`src/rigid_body_quaternion_euler_step_defines.svh`:
```
// Assertion macros shared by the rigid body step design.
`ifndef RIGID_BODY_QUATERNION_EULER_STEP_DEFINES_SVH
`define RIGID_BODY_QUATERNION_EULER_STEP_DEFINES_SVH
`ifndef SYNTHESIS
`define RB_ASSERT_IMP(lbl, clk, rst_n, a, c, msg) \
	lbl: assert property (@(posedge clk) disable iff (!rst_n) (a) |-> (c)) else $error(msg);
`define RB_ASSERT_NXT(lbl, clk, rst_n, a, c, msg) \
	lbl: assert property (@(posedge clk) disable iff (!rst_n) (a) |=> (c)) else $error(msg);
`else
`define RB_ASSERT_IMP(lbl, clk, rst_n, a, c, msg)
`define RB_ASSERT_NXT(lbl, clk, rst_n, a, c, msg)
`endif
`endif

```
`src/rbqe_pkg.sv`:
```
// ----------------------------------------------------------------------------
// rbqe_pkg
// Types, constants and the micro-program of the rigid body step.
// ----------------------------------------------------------------------------
package rbqe_pkg;
	localparam int FRAC_BITS = 16;
	localparam logic signed [33:0] DT_Q32  = 34'sd4294967;
	localparam logic signed [33:0] DTH_Q32 = 34'sd2147484;
	localparam logic signed [31:0] ONE_Q   = 32'sd1 <<< FRAC_BITS;
	localparam logic [67:0] GRAV_Q32 = 68'd42133629174;
	localparam logic [67:0] GRAV_R =
		(GRAV_Q32 + (68'd1 << (31 - FRAC_BITS))) >> (32 - FRAC_BITS);
	localparam logic signed [31:0] GRAV_Q =
		(GRAV_R > 68'd2147483647) ? 32'sh7fffffff : GRAV_R[31:0];

	// Configuration register indexes.
	localparam logic [2:0] REG_INV_JX     = 3'd0;
	localparam logic [2:0] REG_INV_JY     = 3'd1;
	localparam logic [2:0] REG_INV_JZ     = 3'd2;
	localparam logic [2:0] REG_DIFF_YZ    = 3'd3;
	localparam logic [2:0] REG_DIFF_ZX    = 3'd4;
	localparam logic [2:0] REG_INV_MASS   = 3'd5;
	localparam logic [2:0] REG_MAX_TORQUE = 3'd6;
	localparam logic [2:0] REG_MAX_THRUST = 3'd7;

	// Register file slots (32 words).
	typedef enum logic [4:0] {
		R_QW, R_QX, R_QY, R_QZ, R_WX, R_WY, R_WZ, R_PN, R_PE, R_PD,
		R_VN, R_VE, R_VD, R_T0, R_T1, R_T2, R_T3, R_T4, R_T5, R_T6,
		R_T7, R_T8, R_T9, R_TA, R_TB, R_TC, R_TH, R_TX, R_TY, R_TZ,
		R_ZERO, R_GR
	} reg_t;

	// Operand B source selects.
	typedef enum logic [3:0] {
		B_REG, B_IJX, B_IJY, B_IJZ, B_DYZ, B_DZX, B_DXY, B_IM, B_DT, B_DTH
	} bsel_t;

	// Operations of the shared unit.
	typedef enum logic [2:0] {
		OP_QMUL, OP_KMUL, OP_ADD, OP_SUB, OP_NEG, OP_DBL
	} op_t;

	typedef struct packed {
		op_t   op;
		reg_t  ra;
		reg_t  rb;
		bsel_t bs;
		reg_t  rd;
	} uop_t;

	localparam int NUOP = 78;
	localparam int PCW  = 7;

	function automatic uop_t u(op_t o, reg_t a, reg_t b, bsel_t s, reg_t d);
		uop_t x;
		x.op = o; x.ra = a; x.rb = b; x.bs = s; x.rd = d;
		return x;
	endfunction

	function automatic uop_t prog(logic [PCW-1:0] pc);
		uop_t r;
		r = u(OP_ADD, R_ZERO, R_ZERO, B_REG, R_ZERO);
		case (pc)
			// gyroscopic terms and torque sums
			7'd0:  r = u(OP_QMUL, R_WY, R_WZ, B_REG, R_T0);
			7'd1:  r = u(OP_QMUL, R_T0, R_ZERO, B_DYZ, R_T0);
			7'd2:  r = u(OP_ADD, R_T0, R_TX, B_REG, R_T0);
			7'd3:  r = u(OP_QMUL, R_T0, R_ZERO, B_IJX, R_T0);
			7'd4:  r = u(OP_QMUL, R_WZ, R_WX, B_REG, R_T1);
			7'd5:  r = u(OP_QMUL, R_T1, R_ZERO, B_DZX, R_T1);
			7'd6:  r = u(OP_ADD, R_T1, R_TY, B_REG, R_T1);
			7'd7:  r = u(OP_QMUL, R_T1, R_ZERO, B_IJY, R_T1);
			7'd8:  r = u(OP_QMUL, R_WX, R_WY, B_REG, R_T2);
			7'd9:  r = u(OP_QMUL, R_T2, R_ZERO, B_DXY, R_T2);
			7'd10: r = u(OP_ADD, R_T2, R_TZ, B_REG, R_T2);
			7'd11: r = u(OP_QMUL, R_T2, R_ZERO, B_IJZ, R_T2);
			// dw
			7'd12: r = u(OP_QMUL, R_QX, R_WX, B_REG, R_T3);
			7'd13: r = u(OP_QMUL, R_QY, R_WY, B_REG, R_T4);
			7'd14: r = u(OP_ADD, R_T3, R_T4, B_REG, R_T3);
			7'd15: r = u(OP_QMUL, R_QZ, R_WZ, B_REG, R_T4);
			7'd16: r = u(OP_ADD, R_T3, R_T4, B_REG, R_T3);
			7'd17: r = u(OP_NEG, R_T3, R_ZERO, B_REG, R_T3);
			// dx
			7'd18: r = u(OP_QMUL, R_QY, R_WZ, B_REG, R_T4);
			7'd19: r = u(OP_QMUL, R_QZ, R_WY, B_REG, R_T5);
			7'd20: r = u(OP_SUB, R_T4, R_T5, B_REG, R_T4);
			7'd21: r = u(OP_QMUL, R_QW, R_WX, B_REG, R_T5);
			7'd22: r = u(OP_ADD, R_T5, R_T4, B_REG, R_T4);
			// dy
			7'd23: r = u(OP_QMUL, R_QZ, R_WX, B_REG, R_T5);
			7'd24: r = u(OP_QMUL, R_QX, R_WZ, B_REG, R_T6);
			7'd25: r = u(OP_SUB, R_T5, R_T6, B_REG, R_T5);
			7'd26: r = u(OP_QMUL, R_QW, R_WY, B_REG, R_T6);
			7'd27: r = u(OP_ADD, R_T6, R_T5, B_REG, R_T5);
			// dz
			7'd28: r = u(OP_QMUL, R_QX, R_WY, B_REG, R_T6);
			7'd29: r = u(OP_QMUL, R_QY, R_WX, B_REG, R_T7);
			7'd30: r = u(OP_SUB, R_T6, R_T7, B_REG, R_T6);
			7'd31: r = u(OP_QMUL, R_QW, R_WZ, B_REG, R_T7);
			7'd32: r = u(OP_ADD, R_T7, R_T6, B_REG, R_T6);
			// quaternion update
			7'd33: r = u(OP_KMUL, R_T3, R_ZERO, B_DTH, R_T3);
			7'd34: r = u(OP_ADD, R_QW, R_T3, B_REG, R_QW);
			7'd35: r = u(OP_KMUL, R_T4, R_ZERO, B_DTH, R_T4);
			7'd36: r = u(OP_ADD, R_QX, R_T4, B_REG, R_QX);
			7'd37: r = u(OP_KMUL, R_T5, R_ZERO, B_DTH, R_T5);
			7'd38: r = u(OP_ADD, R_QY, R_T5, B_REG, R_QY);
			7'd39: r = u(OP_KMUL, R_T6, R_ZERO, B_DTH, R_T6);
			7'd40: r = u(OP_ADD, R_QZ, R_T6, B_REG, R_QZ);
			// rate update
			7'd41: r = u(OP_KMUL, R_T0, R_ZERO, B_DT, R_T0);
			7'd42: r = u(OP_ADD, R_WX, R_T0, B_REG, R_WX);
			7'd43: r = u(OP_KMUL, R_T1, R_ZERO, B_DT, R_T1);
			7'd44: r = u(OP_ADD, R_WY, R_T1, B_REG, R_WY);
			7'd45: r = u(OP_KMUL, R_T2, R_ZERO, B_DT, R_T2);
			7'd46: r = u(OP_ADD, R_WZ, R_T2, B_REG, R_WZ);
			// thrust acceleration
			7'd47: r = u(OP_QMUL, R_TH, R_ZERO, B_IM, R_T7);
			7'd48: r = u(OP_NEG, R_T7, R_ZERO, B_REG, R_T7);
			7'd49: r = u(OP_QMUL, R_QW, R_QY, B_REG, R_T8);
			7'd50: r = u(OP_QMUL, R_QX, R_QZ, B_REG, R_T9);
			7'd51: r = u(OP_ADD, R_T8, R_T9, B_REG, R_T8);
			7'd52: r = u(OP_QMUL, R_T7, R_T8, B_REG, R_T8);
			7'd53: r = u(OP_DBL, R_T8, R_ZERO, B_REG, R_T8);
			7'd54: r = u(OP_QMUL, R_QY, R_QZ, B_REG, R_T9);
			7'd55: r = u(OP_QMUL, R_QW, R_QX, B_REG, R_TA);
			7'd56: r = u(OP_SUB, R_T9, R_TA, B_REG, R_T9);
			7'd57: r = u(OP_QMUL, R_T7, R_T9, B_REG, R_T9);
			7'd58: r = u(OP_DBL, R_T9, R_ZERO, B_REG, R_T9);
			7'd59: r = u(OP_QMUL, R_QX, R_QX, B_REG, R_TA);
			7'd60: r = u(OP_QMUL, R_QY, R_QY, B_REG, R_TB);
			7'd61: r = u(OP_ADD, R_TA, R_TB, B_REG, R_TA);
			7'd62: r = u(OP_QMUL, R_T7, R_TA, B_REG, R_TA);
			7'd63: r = u(OP_DBL, R_TA, R_ZERO, B_REG, R_TA);
			7'd64: r = u(OP_SUB, R_T7, R_TA, B_REG, R_TA);
			7'd65: r = u(OP_ADD, R_TA, R_GR, B_REG, R_TA);
			// position and velocity
			7'd66: r = u(OP_KMUL, R_VN, R_ZERO, B_DT, R_TB);
			7'd67: r = u(OP_ADD, R_PN, R_TB, B_REG, R_PN);
			7'd68: r = u(OP_KMUL, R_VE, R_ZERO, B_DT, R_TB);
			7'd69: r = u(OP_ADD, R_PE, R_TB, B_REG, R_PE);
			7'd70: r = u(OP_KMUL, R_VD, R_ZERO, B_DT, R_TB);
			7'd71: r = u(OP_ADD, R_PD, R_TB, B_REG, R_PD);
			7'd72: r = u(OP_KMUL, R_T8, R_ZERO, B_DT, R_T8);
			7'd73: r = u(OP_ADD, R_VN, R_T8, B_REG, R_VN);
			7'd74: r = u(OP_KMUL, R_T9, R_ZERO, B_DT, R_T9);
			7'd75: r = u(OP_ADD, R_VE, R_T9, B_REG, R_VE);
			7'd76: r = u(OP_KMUL, R_TA, R_ZERO, B_DT, R_TA);
			7'd77: r = u(OP_ADD, R_VD, R_TA, B_REG, R_VD);
			default: r = u(OP_ADD, R_ZERO, R_ZERO, B_REG, R_ZERO);
		endcase
		return r;
	endfunction

	localparam logic [PCW-1:0] LAST_PC = PCW'(NUOP - 1);

	function automatic logic signed [31:0] sat32(logic signed [67:0] x);
		if (x > 68'sd2147483647) return 32'sh7fffffff;
		if (x < -68'sd2147483648) return 32'sh80000000;
		return x[31:0];
	endfunction
endpackage

```
`src/rbqe_alu.sv`:
```
// ----------------------------------------------------------------------------
// rbqe_alu
// Shared saturating multiply and add unit; the multiply result is registered.
// ----------------------------------------------------------------------------
module rbqe_alu import rbqe_pkg::*; (
	input  logic               clk,
	input  op_t                op,
	input  logic signed [31:0] a,
	input  logic signed [33:0] b,
	output logic signed [31:0] y
);
	logic signed [67:0] prod_s1;
	op_t                op_s1;
	logic signed [31:0] a_s1;
	logic signed [31:0] b_s1;
	logic signed [67:0] rnd;

	always_ff @(posedge clk) begin
		prod_s1 <= 68'(a) * 68'(b);
		op_s1   <= op;
		a_s1    <= a;
		b_s1    <= b[31:0];
	end

	always_comb begin
		rnd = '0;
		y   = '0;
		case (op_s1)
			OP_QMUL: begin
				rnd = (prod_s1 + (68'sd1 <<< (FRAC_BITS - 1))) >>> FRAC_BITS;
				y   = sat32(rnd);
			end
			OP_KMUL: begin
				rnd = (prod_s1 + (68'sd1 <<< 31)) >>> 32;
				y   = sat32(rnd);
			end
			OP_ADD: y = sat32(68'(a_s1) + 68'(b_s1));
			OP_SUB: y = sat32(68'(a_s1) - 68'(b_s1));
			OP_NEG: y = sat32(-68'(a_s1));
			OP_DBL: y = sat32(68'(a_s1) <<< 1);
			default: y = '0;
		endcase
	end
endmodule

```
`config.mk`:
```
export PLATFORM = sky130hd
export DESIGN_NAME = rbqe_alu
export DESIGN_NICKNAME = d
export VERILOG_FILES = /design/src/rigid_body_quaternion_euler_step_defines.svh /design/src/rbqe_pkg.sv /design/src/rbqe_alu.sv
export SDC_FILE = /design/constraint.sdc
export NUM_CORES = 2
export LEC_CHECK = 0
export ABC_AREA = 1
export BUFFER_PORTS_ARGS = -buffer_cell sky130_fd_sc_hd__buf_2
export CORE_MARGIN = 10
export CORE_UTILIZATION = 50
export CTS_CLUSTER_SIZE = 16
export DETAILED_ROUTE_END_ITERATION = 8
export GPL_TIMING_DRIVEN = 0
export PLACE_DENSITY_LB_ADDON = 0.12
export SYNTH_ARGS = -nofsm -noshare
export SYNTH_HDL_FRONTEND = slang
export SYNTH_SLANG_ARGS = --single-unit
```
`constraint.sdc`:
```
create_clock -name clk -period 11.87 [get_ports clk]
set_input_delay 2.374 -clock clk [delete_from_list [all_inputs] [get_ports clk]]
set_output_delay 2.374 -clock clk [all_outputs]
set_load 0.01 [all_outputs]
```
==> flow_metrics.tcl <==
set metrics [dict create \
    synth_top_area_cell "fa_1" \
    final_area_um2 56000 \
    first_global_vias 49900 \
    finalSetupViolCount 0 \
    ys.flop_type "dfxtp_1" \
    path_clk_slew_ps 70 \
    antenna_left 0 \
    critical_path.top_delay_family "adder cells" \
    synth_area_um2 53000 \
    syn_nets 8925 \
    rows 119 \
    async_flop_share 0 \
    cts_buffer_depth 2 \
    first_pass_iters 8 \
    fp.dieW_um 346 \
    crit_arrival_ps 11980 \
    core_area_um2 105000 \
    drt_iter0_drc 5896 \
    synthTopCellsByCount "nand2_1 (2252), inv_1 (2146), fa_1 (1143)" \
    violations "max-capacitance violations, max-slew violations" \
    dieArea_um2 119000 \
    worstMarginPinSlew_ps 1640 \
    initial_utilization 0.503 \
    htreeDepth 4 \
    synthCells 7459 \
    grt_util_all_layers 0.408 \
    fin_crit_sh 0.981 \
    cp_max_fo 10 \
    io_pins 102 \
    synth_area_leaders "fa_1 (43%), nand2_1 (16%), inv_1 (15%)" \
    hp-class "input pin to flip-flop" \
    path_common_cell "fa_1" \
    avgRoutedWirePerCell_um 27.2 \
    area_delta_synth_final_pct 5.59 \
    seq_area_frac_synth 0.0446 \
    cts_buffers 17 \
    drive_gt1_frac 0.0366 \
    post_synth.cell_area_avg_um2 7.10 \
    vias 49900 \
    overflow 0 \
    drc 0 \
    maxSlewViolCount 44 \
    required_ps 12210 \
    grt_pass1_wl_um 350000 \
    slowest_stage "clkbuf_1" \
    ys_types 48 \
    rsz0062_at_grt "no" \
    ys_ff_latch 118 \
    synth_edf_count 0 \
    hold_violations 0 \
    antenna_found_initial 23 \
    maxCapViolations 4 \
    crit_path_end_kind "flip-flop" \
    hpwl_um 205000 \
    synth_top_area_share 0.432 \
    die_h_um 346 \
    clock-sinks 118 \
    vias_per_cell 5.54 \
    port_buffers 101 \
    wl_um 245000 \
    fin_nets 9049 \
    yosysMostFrequentCell "nand2_1" \
    crit_path_start_kind "input pin" \
    routabilityCongestion 1.07 \
    slew_headroom -0.0955 \
    slowest_delay_ps 890 \
    fmax_mhz 85.9 \
    critPathKind "input pin to flip-flop" \
    root_buffer "clkbuf_16" \
    final.min_clock_period_ps 11640 \
    yosysWarnings 0 \
    dpl-instance-area_um2 55200 \
    outcome "finished with violations" \
    grt_max_degree 24 \
    cts_tree "built" \
    critPathBufInv 9 \
    ctsHoldBuffers 0 \
]
## stage by stage
stage          instances  worst slack, ps  setup TNS (ps)   util  hold slack, ps
2_1_floorplan       7459             2000               0      -            2400
3_3_place_gp        8951             -470            -751  0.525            2480
3_5_place_dp        8951             -474            -474  0.525            2480
4_1_cts             8983             73.3               0  0.531            2010
5_1_grt             8990             65.9               0  0.531            2020
6_report            9002              229               0  0.532            2020
## repair_timing
action	4_1_cts	5_1_grt
gates resized for setup	3	13
setup endpoints to repair	1	1
buffers inserted	0	7
## registers in the layout (all words and copies together) (netlist names)
register	cells
a_s1	32
b_s1	32
op_s1	3
prod_s1	51
## worst paths after layout
check  slack (ps)  cells past startpoint  start          end
max           230                     27  a[16]  prod_s1[65]
min          2020                      1  op[0]     op_s1[0]
## cells by family after synthesis
logic type | Yosys count | share of synthesized area
compound gates | 354 | 0.0365
xor+xnor | 175 | 0.0289
fa+ha+maj | 1396 | 0.492
buf+inv | 2461 | 0.178
flops | 118 | 0.0446
mux | 5 | 0.000992
simple gates | 2950 | 0.220
## cells in the final DEF, fill, tap and decap left out, types with 5 or more instances in the layout
master     netlist  layout
a21o_1           8       8
a21oi_1        161     161
a31oi_1         17      17
buf_1           12      12
buf_2           31     132
buf_4           16      23
buf_6            9       9
clkbuf_1       236     225
clkbuf_16        0      17
clkbuf_2         2      12
clkinv_4         0       5
dfxtp_1        118     118
diode_2          0      15
fa_1          1143    1141
ha_1           253     253
inv_1         2146    2143
inv_2            8       9
nand2_1       2252    2252
nand2_2         11      11
nand3_1        154     154
nand4_1         51      51
nor2_1         390     390
nor2_2          18      18
nor3_1          36      36
nor4_1           8       8
o21ai_0        124     124
o21bai_1        18      18
or2_2           12      12
xnor2_1         44      44
xor2_1         131     131
## area by class of cell
| class | instances | area [µm²] |
|---|---|---|
| clock buffers | 20 | 447 |
| flip-flops and latches | 118 | 2360 |
| inverters | 2155 | 8100 |
| diodes | 15 | 37.5 |
| repair buffers | 108 | 558 |
| multi-input cells | 4880 | 41200 |
| fillers | 10800 | 49300 |
| plain buffers | 303 | 1320 |
| clock inverters | 12 | 168 |
| well taps | 1391 | 1740 |
## per-layer routing
layer | GRT usage | routed length [µm] | vias to the layer above
met5 | 0.0102 | 103 | -
met4 | 0.269 | 20300 | 10
li1 | - | - | 21300
met1 | 0.530 | 93500 | 24500
met2 | 0.581 | 99400 | 3265
met3 | 0.122 | 31800 | 818
Power is not shown: default switching activity piles up to over one toggle a cycle in this logic, so the estimate is an artifact.
