## config.mk

```make
export PLATFORM = sky130hd
export DESIGN_NAME = rbqe_seq
export DESIGN_NICKNAME = d
export VERILOG_FILES = /design/src/rbqe_pkg.sv /design/src/rbqe_seq.sv
export VERILOG_INCLUDE_DIRS = /design/src /design/src/src
export SDC_FILE = /design/constraint.sdc
export NUM_CORES = 1
export LEC_CHECK = 0
export BUFFER_PORTS_ARGS = -buffer_cell sky130_fd_sc_hd__buf_2
export CAP_MARGIN = 25
export CELL_PAD_IN_SITES_DETAIL_PLACEMENT = 2
export CELL_PAD_IN_SITES_GLOBAL_PLACEMENT = 2
export CORE_MARGIN = 3
export CORE_UTILIZATION = 30
export DETAILED_ROUTE_END_ITERATION = 8
export PLACE_DENSITY_LB_ADDON = 0.1
export SYNTH_ARGS = -nofsm -noshare
export SYNTH_HDL_FRONTEND = slang
export SYNTH_SLANG_ARGS = --single-unit
```

## constraint.sdc

```tcl
create_clock -name clk -period 2.3 [get_ports clk]
set_clock_uncertainty 0.15 [all_clocks]
set_input_delay 0.345 -clock clk [delete_from_list [all_inputs] [get_ports clk]]
set_output_delay 0.345 -clock clk [all_outputs]
set_load 0.02 [all_outputs]
```

## src/rigid_body_quaternion_euler_step_defines.svh

```systemverilog
// Assertion macros shared by the rigid body step design.
`ifndef RIGID_BODY_QUATERNION_EULER_STEP_DEFINES_SVH
`define RIGID_BODY_QUATERNION_EULER_STEP_DEFINES_SVH
`ifndef SYNTHESIS
`define RB_ASSERT_IMP(lbl, clk, rst_n, a, c, msg) \
	lbl: assert property (@(posedge clk) disable iff (!rst_n) (a) |-> (c)) else $error(msg);
`define RB_ASSERT_NXT(lbl, clk, rst_n, a, c, msg) \
	lbl: assert property (@(posedge clk) disable iff (!rst_n) (a) |=> (c)) else $error(msg);
`else
`define RB_ASSERT_IMP(lbl, clk, rst_n, a, c, msg)
`define RB_ASSERT_NXT(lbl, clk, rst_n, a, c, msg)
`endif
`endif

```

## src/rbqe_pkg.sv

```systemverilog
// ----------------------------------------------------------------------------
// rbqe_pkg
// Types, constants and the micro-program of the rigid body step.
// ----------------------------------------------------------------------------
package rbqe_pkg;
	localparam int FRAC_BITS = 16;
	localparam logic signed [33:0] DT_Q32  = 34'sd4294967;
	localparam logic signed [33:0] DTH_Q32 = 34'sd2147484;
	localparam logic signed [31:0] ONE_Q   = 32'sd1 <<< FRAC_BITS;
	localparam logic [67:0] GRAV_Q32 = 68'd42133629174;
	localparam logic [67:0] GRAV_R =
		(GRAV_Q32 + (68'd1 << (31 - FRAC_BITS))) >> (32 - FRAC_BITS);
	localparam logic signed [31:0] GRAV_Q =
		(GRAV_R > 68'd2147483647) ? 32'sh7fffffff : GRAV_R[31:0];

	// Configuration register indexes.
	localparam logic [2:0] REG_INV_JX     = 3'd0;
	localparam logic [2:0] REG_INV_JY     = 3'd1;
	localparam logic [2:0] REG_INV_JZ     = 3'd2;
	localparam logic [2:0] REG_DIFF_YZ    = 3'd3;
	localparam logic [2:0] REG_DIFF_ZX    = 3'd4;
	localparam logic [2:0] REG_INV_MASS   = 3'd5;
	localparam logic [2:0] REG_MAX_TORQUE = 3'd6;
	localparam logic [2:0] REG_MAX_THRUST = 3'd7;

	// Register file slots (32 words).
	typedef enum logic [4:0] {
		R_QW, R_QX, R_QY, R_QZ, R_WX, R_WY, R_WZ, R_PN, R_PE, R_PD,
		R_VN, R_VE, R_VD, R_T0, R_T1, R_T2, R_T3, R_T4, R_T5, R_T6,
		R_T7, R_T8, R_T9, R_TA, R_TB, R_TC, R_TH, R_TX, R_TY, R_TZ,
		R_ZERO, R_GR
	} reg_t;

	// Operand B source selects.
	typedef enum logic [3:0] {
		B_REG, B_IJX, B_IJY, B_IJZ, B_DYZ, B_DZX, B_DXY, B_IM, B_DT, B_DTH
	} bsel_t;

	// Operations of the shared unit.
	typedef enum logic [2:0] {
		OP_QMUL, OP_KMUL, OP_ADD, OP_SUB, OP_NEG, OP_DBL
	} op_t;

	typedef struct packed {
		op_t   op;
		reg_t  ra;
		reg_t  rb;
		bsel_t bs;
		reg_t  rd;
	} uop_t;

	localparam int NUOP = 78;
	localparam int PCW  = 7;

	function automatic uop_t u(op_t o, reg_t a, reg_t b, bsel_t s, reg_t d);
		uop_t x;
		x.op = o; x.ra = a; x.rb = b; x.bs = s; x.rd = d;
		return x;
	endfunction

	function automatic uop_t prog(logic [PCW-1:0] pc);
		uop_t r;
		r = u(OP_ADD, R_ZERO, R_ZERO, B_REG, R_ZERO);
		case (pc)
			// gyroscopic terms and torque sums
			7'd0:  r = u(OP_QMUL, R_WY, R_WZ, B_REG, R_T0);
			7'd1:  r = u(OP_QMUL, R_T0, R_ZERO, B_DYZ, R_T0);
			7'd2:  r = u(OP_ADD, R_T0, R_TX, B_REG, R_T0);
			7'd3:  r = u(OP_QMUL, R_T0, R_ZERO, B_IJX, R_T0);
			7'd4:  r = u(OP_QMUL, R_WZ, R_WX, B_REG, R_T1);
			7'd5:  r = u(OP_QMUL, R_T1, R_ZERO, B_DZX, R_T1);
			7'd6:  r = u(OP_ADD, R_T1, R_TY, B_REG, R_T1);
			7'd7:  r = u(OP_QMUL, R_T1, R_ZERO, B_IJY, R_T1);
			7'd8:  r = u(OP_QMUL, R_WX, R_WY, B_REG, R_T2);
			7'd9:  r = u(OP_QMUL, R_T2, R_ZERO, B_DXY, R_T2);
			7'd10: r = u(OP_ADD, R_T2, R_TZ, B_REG, R_T2);
			7'd11: r = u(OP_QMUL, R_T2, R_ZERO, B_IJZ, R_T2);
			// dw
			7'd12: r = u(OP_QMUL, R_QX, R_WX, B_REG, R_T3);
			7'd13: r = u(OP_QMUL, R_QY, R_WY, B_REG, R_T4);
			7'd14: r = u(OP_ADD, R_T3, R_T4, B_REG, R_T3);
			7'd15: r = u(OP_QMUL, R_QZ, R_WZ, B_REG, R_T4);
			7'd16: r = u(OP_ADD, R_T3, R_T4, B_REG, R_T3);
			7'd17: r = u(OP_NEG, R_T3, R_ZERO, B_REG, R_T3);
			// dx
			7'd18: r = u(OP_QMUL, R_QY, R_WZ, B_REG, R_T4);
			7'd19: r = u(OP_QMUL, R_QZ, R_WY, B_REG, R_T5);
			7'd20: r = u(OP_SUB, R_T4, R_T5, B_REG, R_T4);
			7'd21: r = u(OP_QMUL, R_QW, R_WX, B_REG, R_T5);
			7'd22: r = u(OP_ADD, R_T5, R_T4, B_REG, R_T4);
			// dy
			7'd23: r = u(OP_QMUL, R_QZ, R_WX, B_REG, R_T5);
			7'd24: r = u(OP_QMUL, R_QX, R_WZ, B_REG, R_T6);
			7'd25: r = u(OP_SUB, R_T5, R_T6, B_REG, R_T5);
			7'd26: r = u(OP_QMUL, R_QW, R_WY, B_REG, R_T6);
			7'd27: r = u(OP_ADD, R_T6, R_T5, B_REG, R_T5);
			// dz
			7'd28: r = u(OP_QMUL, R_QX, R_WY, B_REG, R_T6);
			7'd29: r = u(OP_QMUL, R_QY, R_WX, B_REG, R_T7);
			7'd30: r = u(OP_SUB, R_T6, R_T7, B_REG, R_T6);
			7'd31: r = u(OP_QMUL, R_QW, R_WZ, B_REG, R_T7);
			7'd32: r = u(OP_ADD, R_T7, R_T6, B_REG, R_T6);
			// quaternion update
			7'd33: r = u(OP_KMUL, R_T3, R_ZERO, B_DTH, R_T3);
			7'd34: r = u(OP_ADD, R_QW, R_T3, B_REG, R_QW);
			7'd35: r = u(OP_KMUL, R_T4, R_ZERO, B_DTH, R_T4);
			7'd36: r = u(OP_ADD, R_QX, R_T4, B_REG, R_QX);
			7'd37: r = u(OP_KMUL, R_T5, R_ZERO, B_DTH, R_T5);
			7'd38: r = u(OP_ADD, R_QY, R_T5, B_REG, R_QY);
			7'd39: r = u(OP_KMUL, R_T6, R_ZERO, B_DTH, R_T6);
			7'd40: r = u(OP_ADD, R_QZ, R_T6, B_REG, R_QZ);
			// rate update
			7'd41: r = u(OP_KMUL, R_T0, R_ZERO, B_DT, R_T0);
			7'd42: r = u(OP_ADD, R_WX, R_T0, B_REG, R_WX);
			7'd43: r = u(OP_KMUL, R_T1, R_ZERO, B_DT, R_T1);
			7'd44: r = u(OP_ADD, R_WY, R_T1, B_REG, R_WY);
			7'd45: r = u(OP_KMUL, R_T2, R_ZERO, B_DT, R_T2);
			7'd46: r = u(OP_ADD, R_WZ, R_T2, B_REG, R_WZ);
			// thrust acceleration
			7'd47: r = u(OP_QMUL, R_TH, R_ZERO, B_IM, R_T7);
			7'd48: r = u(OP_NEG, R_T7, R_ZERO, B_REG, R_T7);
			7'd49: r = u(OP_QMUL, R_QW, R_QY, B_REG, R_T8);
			7'd50: r = u(OP_QMUL, R_QX, R_QZ, B_REG, R_T9);
			7'd51: r = u(OP_ADD, R_T8, R_T9, B_REG, R_T8);
			7'd52: r = u(OP_QMUL, R_T7, R_T8, B_REG, R_T8);
			7'd53: r = u(OP_DBL, R_T8, R_ZERO, B_REG, R_T8);
			7'd54: r = u(OP_QMUL, R_QY, R_QZ, B_REG, R_T9);
			7'd55: r = u(OP_QMUL, R_QW, R_QX, B_REG, R_TA);
			7'd56: r = u(OP_SUB, R_T9, R_TA, B_REG, R_T9);
			7'd57: r = u(OP_QMUL, R_T7, R_T9, B_REG, R_T9);
			7'd58: r = u(OP_DBL, R_T9, R_ZERO, B_REG, R_T9);
			7'd59: r = u(OP_QMUL, R_QX, R_QX, B_REG, R_TA);
			7'd60: r = u(OP_QMUL, R_QY, R_QY, B_REG, R_TB);
			7'd61: r = u(OP_ADD, R_TA, R_TB, B_REG, R_TA);
			7'd62: r = u(OP_QMUL, R_T7, R_TA, B_REG, R_TA);
			7'd63: r = u(OP_DBL, R_TA, R_ZERO, B_REG, R_TA);
			7'd64: r = u(OP_SUB, R_T7, R_TA, B_REG, R_TA);
			7'd65: r = u(OP_ADD, R_TA, R_GR, B_REG, R_TA);
			// position and velocity
			7'd66: r = u(OP_KMUL, R_VN, R_ZERO, B_DT, R_TB);
			7'd67: r = u(OP_ADD, R_PN, R_TB, B_REG, R_PN);
			7'd68: r = u(OP_KMUL, R_VE, R_ZERO, B_DT, R_TB);
			7'd69: r = u(OP_ADD, R_PE, R_TB, B_REG, R_PE);
			7'd70: r = u(OP_KMUL, R_VD, R_ZERO, B_DT, R_TB);
			7'd71: r = u(OP_ADD, R_PD, R_TB, B_REG, R_PD);
			7'd72: r = u(OP_KMUL, R_T8, R_ZERO, B_DT, R_T8);
			7'd73: r = u(OP_ADD, R_VN, R_T8, B_REG, R_VN);
			7'd74: r = u(OP_KMUL, R_T9, R_ZERO, B_DT, R_T9);
			7'd75: r = u(OP_ADD, R_VE, R_T9, B_REG, R_VE);
			7'd76: r = u(OP_KMUL, R_TA, R_ZERO, B_DT, R_TA);
			7'd77: r = u(OP_ADD, R_VD, R_TA, B_REG, R_VD);
			default: r = u(OP_ADD, R_ZERO, R_ZERO, B_REG, R_ZERO);
		endcase
		return r;
	endfunction

	localparam logic [PCW-1:0] LAST_PC = PCW'(NUOP - 1);

	function automatic logic signed [31:0] sat32(logic signed [67:0] x);
		if (x > 68'sd2147483647) return 32'sh7fffffff;
		if (x < -68'sd2147483648) return 32'sh80000000;
		return x[31:0];
	endfunction
endpackage

```

## src/rbqe_seq.sv

```systemverilog
// ----------------------------------------------------------------------------
// rbqe_seq
// Micro-program counter: each step issues in S_ISSUE, then writes back in S_WB.
// ----------------------------------------------------------------------------
`include "rigid_body_quaternion_euler_step_defines.svh"
module rbqe_seq import rbqe_pkg::*; (
	input  logic           clk,
	input  logic           arst_n,
	input  logic           start,
	output logic [PCW-1:0] pc,
	output logic           issue,
	output logic           wb,
	output logic           done
);
	typedef enum logic [2:0] {
		S_IDLE  = 3'b001,
		S_ISSUE = 3'b010,
		S_WB    = 3'b100
	} state_t;

	state_t         state_q;
	logic [PCW-1:0] pc_q;

	always_ff @(posedge clk or negedge arst_n) begin
		if (!arst_n) begin
			state_q <= S_IDLE;
			pc_q    <= '0;
		end else begin
			unique case (state_q)
				S_IDLE: if (start) begin
					state_q <= S_ISSUE;
					pc_q    <= '0;
				end
				S_ISSUE: state_q <= S_WB;
				S_WB: begin
					if (pc_q == LAST_PC) state_q <= S_IDLE;
					else begin
						state_q <= S_ISSUE;
						pc_q    <= pc_q + 1'b1;
					end
				end
				default: state_q <= S_IDLE;
			endcase
		end
	end

	assign pc    = pc_q;
	assign issue = (state_q == S_ISSUE);
	assign wb    = (state_q == S_WB);
	assign done  = wb && (pc_q == LAST_PC);

	`RB_ASSERT_IMP(a_start_idle, clk, arst_n, start, state_q == S_IDLE, "start while busy")
	`RB_ASSERT_NXT(a_issue_wb, clk, arst_n, issue, wb, "issue not followed by write-back")
	`RB_ASSERT_IMP(a_pc_range, clk, arst_n, state_q != S_IDLE, pc_q <= LAST_PC, "pc overrun")
endmodule
```

==> results.json <==
{
  "place_hpwl_um": 1072,
  "numClockSinks": 10,
  "root_buffer": "clkbuf_4",
  "grt_antenna_before_repair": 0,
  "synth_xor_area_share_pct": 0,
  "leakagePower_nw": 0.3336,
  "via_per_inst": 5.086,
  "crit_path_frequent_cell": "inv_1",
  "synth-seq-cells": 10,
  "cts_tree": "done",
  "path_delay_family": "flip-flops",
  "num_rows": 14,
  "status": "finished, final reports clean",
  "grt_start_max_net_pins": 11,
  "cts_max_path_buffers": 2,
  "synthMuxAreaShare_pct": 1.874,
  "cts_setup_buffers": 0,
  "peakVddDrop_uv": 326.1,
  "syn_avg_cell_area_um2": 10.08,
  "post-route-period-util_pct": 92.65,
  "cp-end-kind": "output pin",
  "fin_tns_setup_ns": 0,
  "grt_usage_pct": 15.92,
  "worst_pin_slew_ns": 0.3381,
  "synth_compound_area_share_pct": 16.63,
  "die_area_mm2": 0.002323,
  "cp-start-kind": "register",
  "gp_congestion": 0.8163,
  "path_clk_slew_ns": 0.07,
  "nets": 75,
  "synthCells": 53,
  "synth_top_family_by_area": "simple AND/OR/NAND/NOR gates",
  "synth-adder-area-share_pct": 4.684,
  "clkLatencyLatePin_ns": 0.26,
  "cp_cell_sequence": "inv_1 > ha_1 > and4bb_2 > nand3_2 > inv_1 > buf_2",
  "drc": 0,
  "min_path_type": "primary input to async pin",
  "vias": 473,
  "drv_cap": 0,
  "diodes": 0,
  "wirelength_um": 1470,
  "grt_pass1_vias": 505,
  "finalHoldViolCount": 0,
  "synth.distinct_cells": 26,
  "power-per-cell-area_mw_per_mm2": 885.8,
  "worstPathArrival_ns": 1.64,
  "crit_buf_inv": 3,
  "initialDrtViolationCount": 2,
  "wl_per_cell_um": 15.81,
  "detail_route.first_pass.iterations": 2,
  "die_h_um": 48.20,
  "start_util_pct": 33.52,
  "max_freq_mhz": 469.3,
  "grt_overflow": 0,
  "slew_viol_final": 0,
  "pin_count": 13,
  "ant_nets": 0,
  "crit_slowest_cell": "dfrtp_1",
  "syn_area_um2": 534.3,
  "cp_max_fo": 6,
  "drive_gt1_share_pct": 30.43,
  "core_region_area_mm2": 0.001594,
  "synth_nets": 58,
  "setup_viol": 0,
  "crit_type": "register to output pin",
  "required_ns": 1.80,
  "yosys.area_share.simple_pct": 26.00,
  "synth_warnings": 0,
  "rsz0062_at_grt": "false",
  "cts_buffers": 3,
  "relSlewSlack_pct": 77.15,
  "grt_pass1_wl_um": 2539,
  "p_total_uw": 596.3,
  "ys_seq_area_share_pct": 47.07,
  "area_delta_synth_final_pct": 26.00,
  "fin_crit_ns": 2.131,
  "die_w_um": 48.20,
  "cts_max_level": 1,
  "slowest_delay_ns": 0.44,
  "portBuffers": 12
}
## placed cells by master, fill, tap and decap left out, drive strengths merged
cell type    Yosys  final
buf              1     12
dfrtp            9      9
nand3            5      5
a21oi            4      4
inv              4      4
clkbuf           0      4
nand2            3      3
nand4            3      3
o21ai            3      3
and2             2      2
nor3b            2      2
a31oi            2      2
ha               2      2
or3b             1      1
and4bb           1      1
nand4bb          1      1
a21o             1      1
o221ai           1      1
a21boi           1      1
a2bb2oi          1      1
and3             1      1
mux2i            1      1
o31a             1      1
or4              1      1
nor4bb           1      1
dlygate4sd3      0      1
dfstp            1      1
## worst register-to-register path, cell delays in order (launching register included)
cell and delay [ns]:
dfrtp_1 0.44, inv_1 0.10, ha_1 0.19, and4bb_2 0.27, or4_1 0.47, nand3_1 0.09
## cell type report
type                       instances  area, um^2
multi-input combinational         38       270.3
inverter                           4       15.01
sequential                        10       251.5
timing repair buffer              13       70.07
tap                               24       30.03
clock buffer                       4       36.28
fill                             169       920.9
## logic make-up (layout without fill, tap and decap cells)
kind of cell,count (synthesis),count (layout)
muxes,1,1
and+or+nand+nor,21,21
DFF,10,10
buffers and inverters,5,21
adders and majority gates,2,2
AOI/OAI and AO/OA,14,14
## flip-flops by register name, summed over array words and instances (netlist names)
signal / count
pc: 7
state_q: 3
## synthesized netlist by cell type
master / n / area (um^2)
a21boi_0: 1 / 7.510
a21o_1: 1 / 7.510
a21oi_1: 4 / 20.02
a2bb2oi_1: 1 / 8.760
a31oi_1: 2 / 12.51
and2_1: 2 / 12.51
and3_1: 1 / 6.260
and4bb_2: 1 / 12.51
buf_2: 1 / 5.000
dfrtp_1: 9 / 225.2
dfstp_2: 1 / 26.28
ha_1: 2 / 25.02
inv_1: 3 / 11.26
inv_2: 1 / 3.750
mux2i_1: 1 / 10.01
nand2_1: 3 / 11.26
nand3_1: 5 / 25.02
nand4_1: 3 / 18.77
nand4bb_1: 1 / 11.26
nor3b_1: 2 / 15.01
nor4bb_1: 1 / 10.01
o21ai_0: 3 / 15.01
o221ai_1: 1 / 8.760
o31a_1: 1 / 8.760
or3b_1: 1 / 8.760
or4_1: 1 / 7.510
## per-layer routing
metal	up-vias	track usage, %	wire, um
li1	233	-	-
met1	231	24.83	788
met2	9	20.83	629
met3	0	4.059	52
met4	0	4.839	0
met5	-	0	0
## stage by stage
stage,hold slack [ns],setup slack (ns),std cells,util [%],instance area [um^2]
global placement,0.07267,0.4013,88,38.85,619.3
detailed placement,0.07501,0.3292,88,38.85,619.3
global route,0.3422,0.01857,93,42.23,673.1
finish,0.3307,0.1692,93,42.23,673.1
floorplan,-0.1006,0.4625,53,-,534.3
CTS,0.3232,0.02830,93,41.76,665.6
## power breakdown
part	switching [mW]	internal (mW)
Sequential	0.0465	0.219
Clock	0.0621	0.0960
Combinational	0.102	0.0712
Total	0.210	0.386
## path summary, 6_finish.rpt
kind | slack, ns | startpoint | endpoint | depth (start not counted)
max | 0.17 | pc[1] | done | 6
min | 0.33 | arst_n | pc[6] | 2
max reg2reg | 0.52 | pc[1] | pc[4] | 5
min reg2reg | 0.35 | pc[6] | pc[6] | 1
max in group asynchronous | 1.41 | arst_n | state_q[0] | 2
min in group clk | 0.35 | pc[6] | pc[6] | 1
## what timing repair did
| item | 4_1_cts | 5_1_grt |
|---|---|---|
| gates resized for setup | 0 | 2 |
| hold buffers | 1 | 0 |
| endpoints found under the hold margin | 9 | 0 |
| endpoints found under the setup margin | 0 | 1 |
Note: power is estimated with default switching activity, not from simulation.
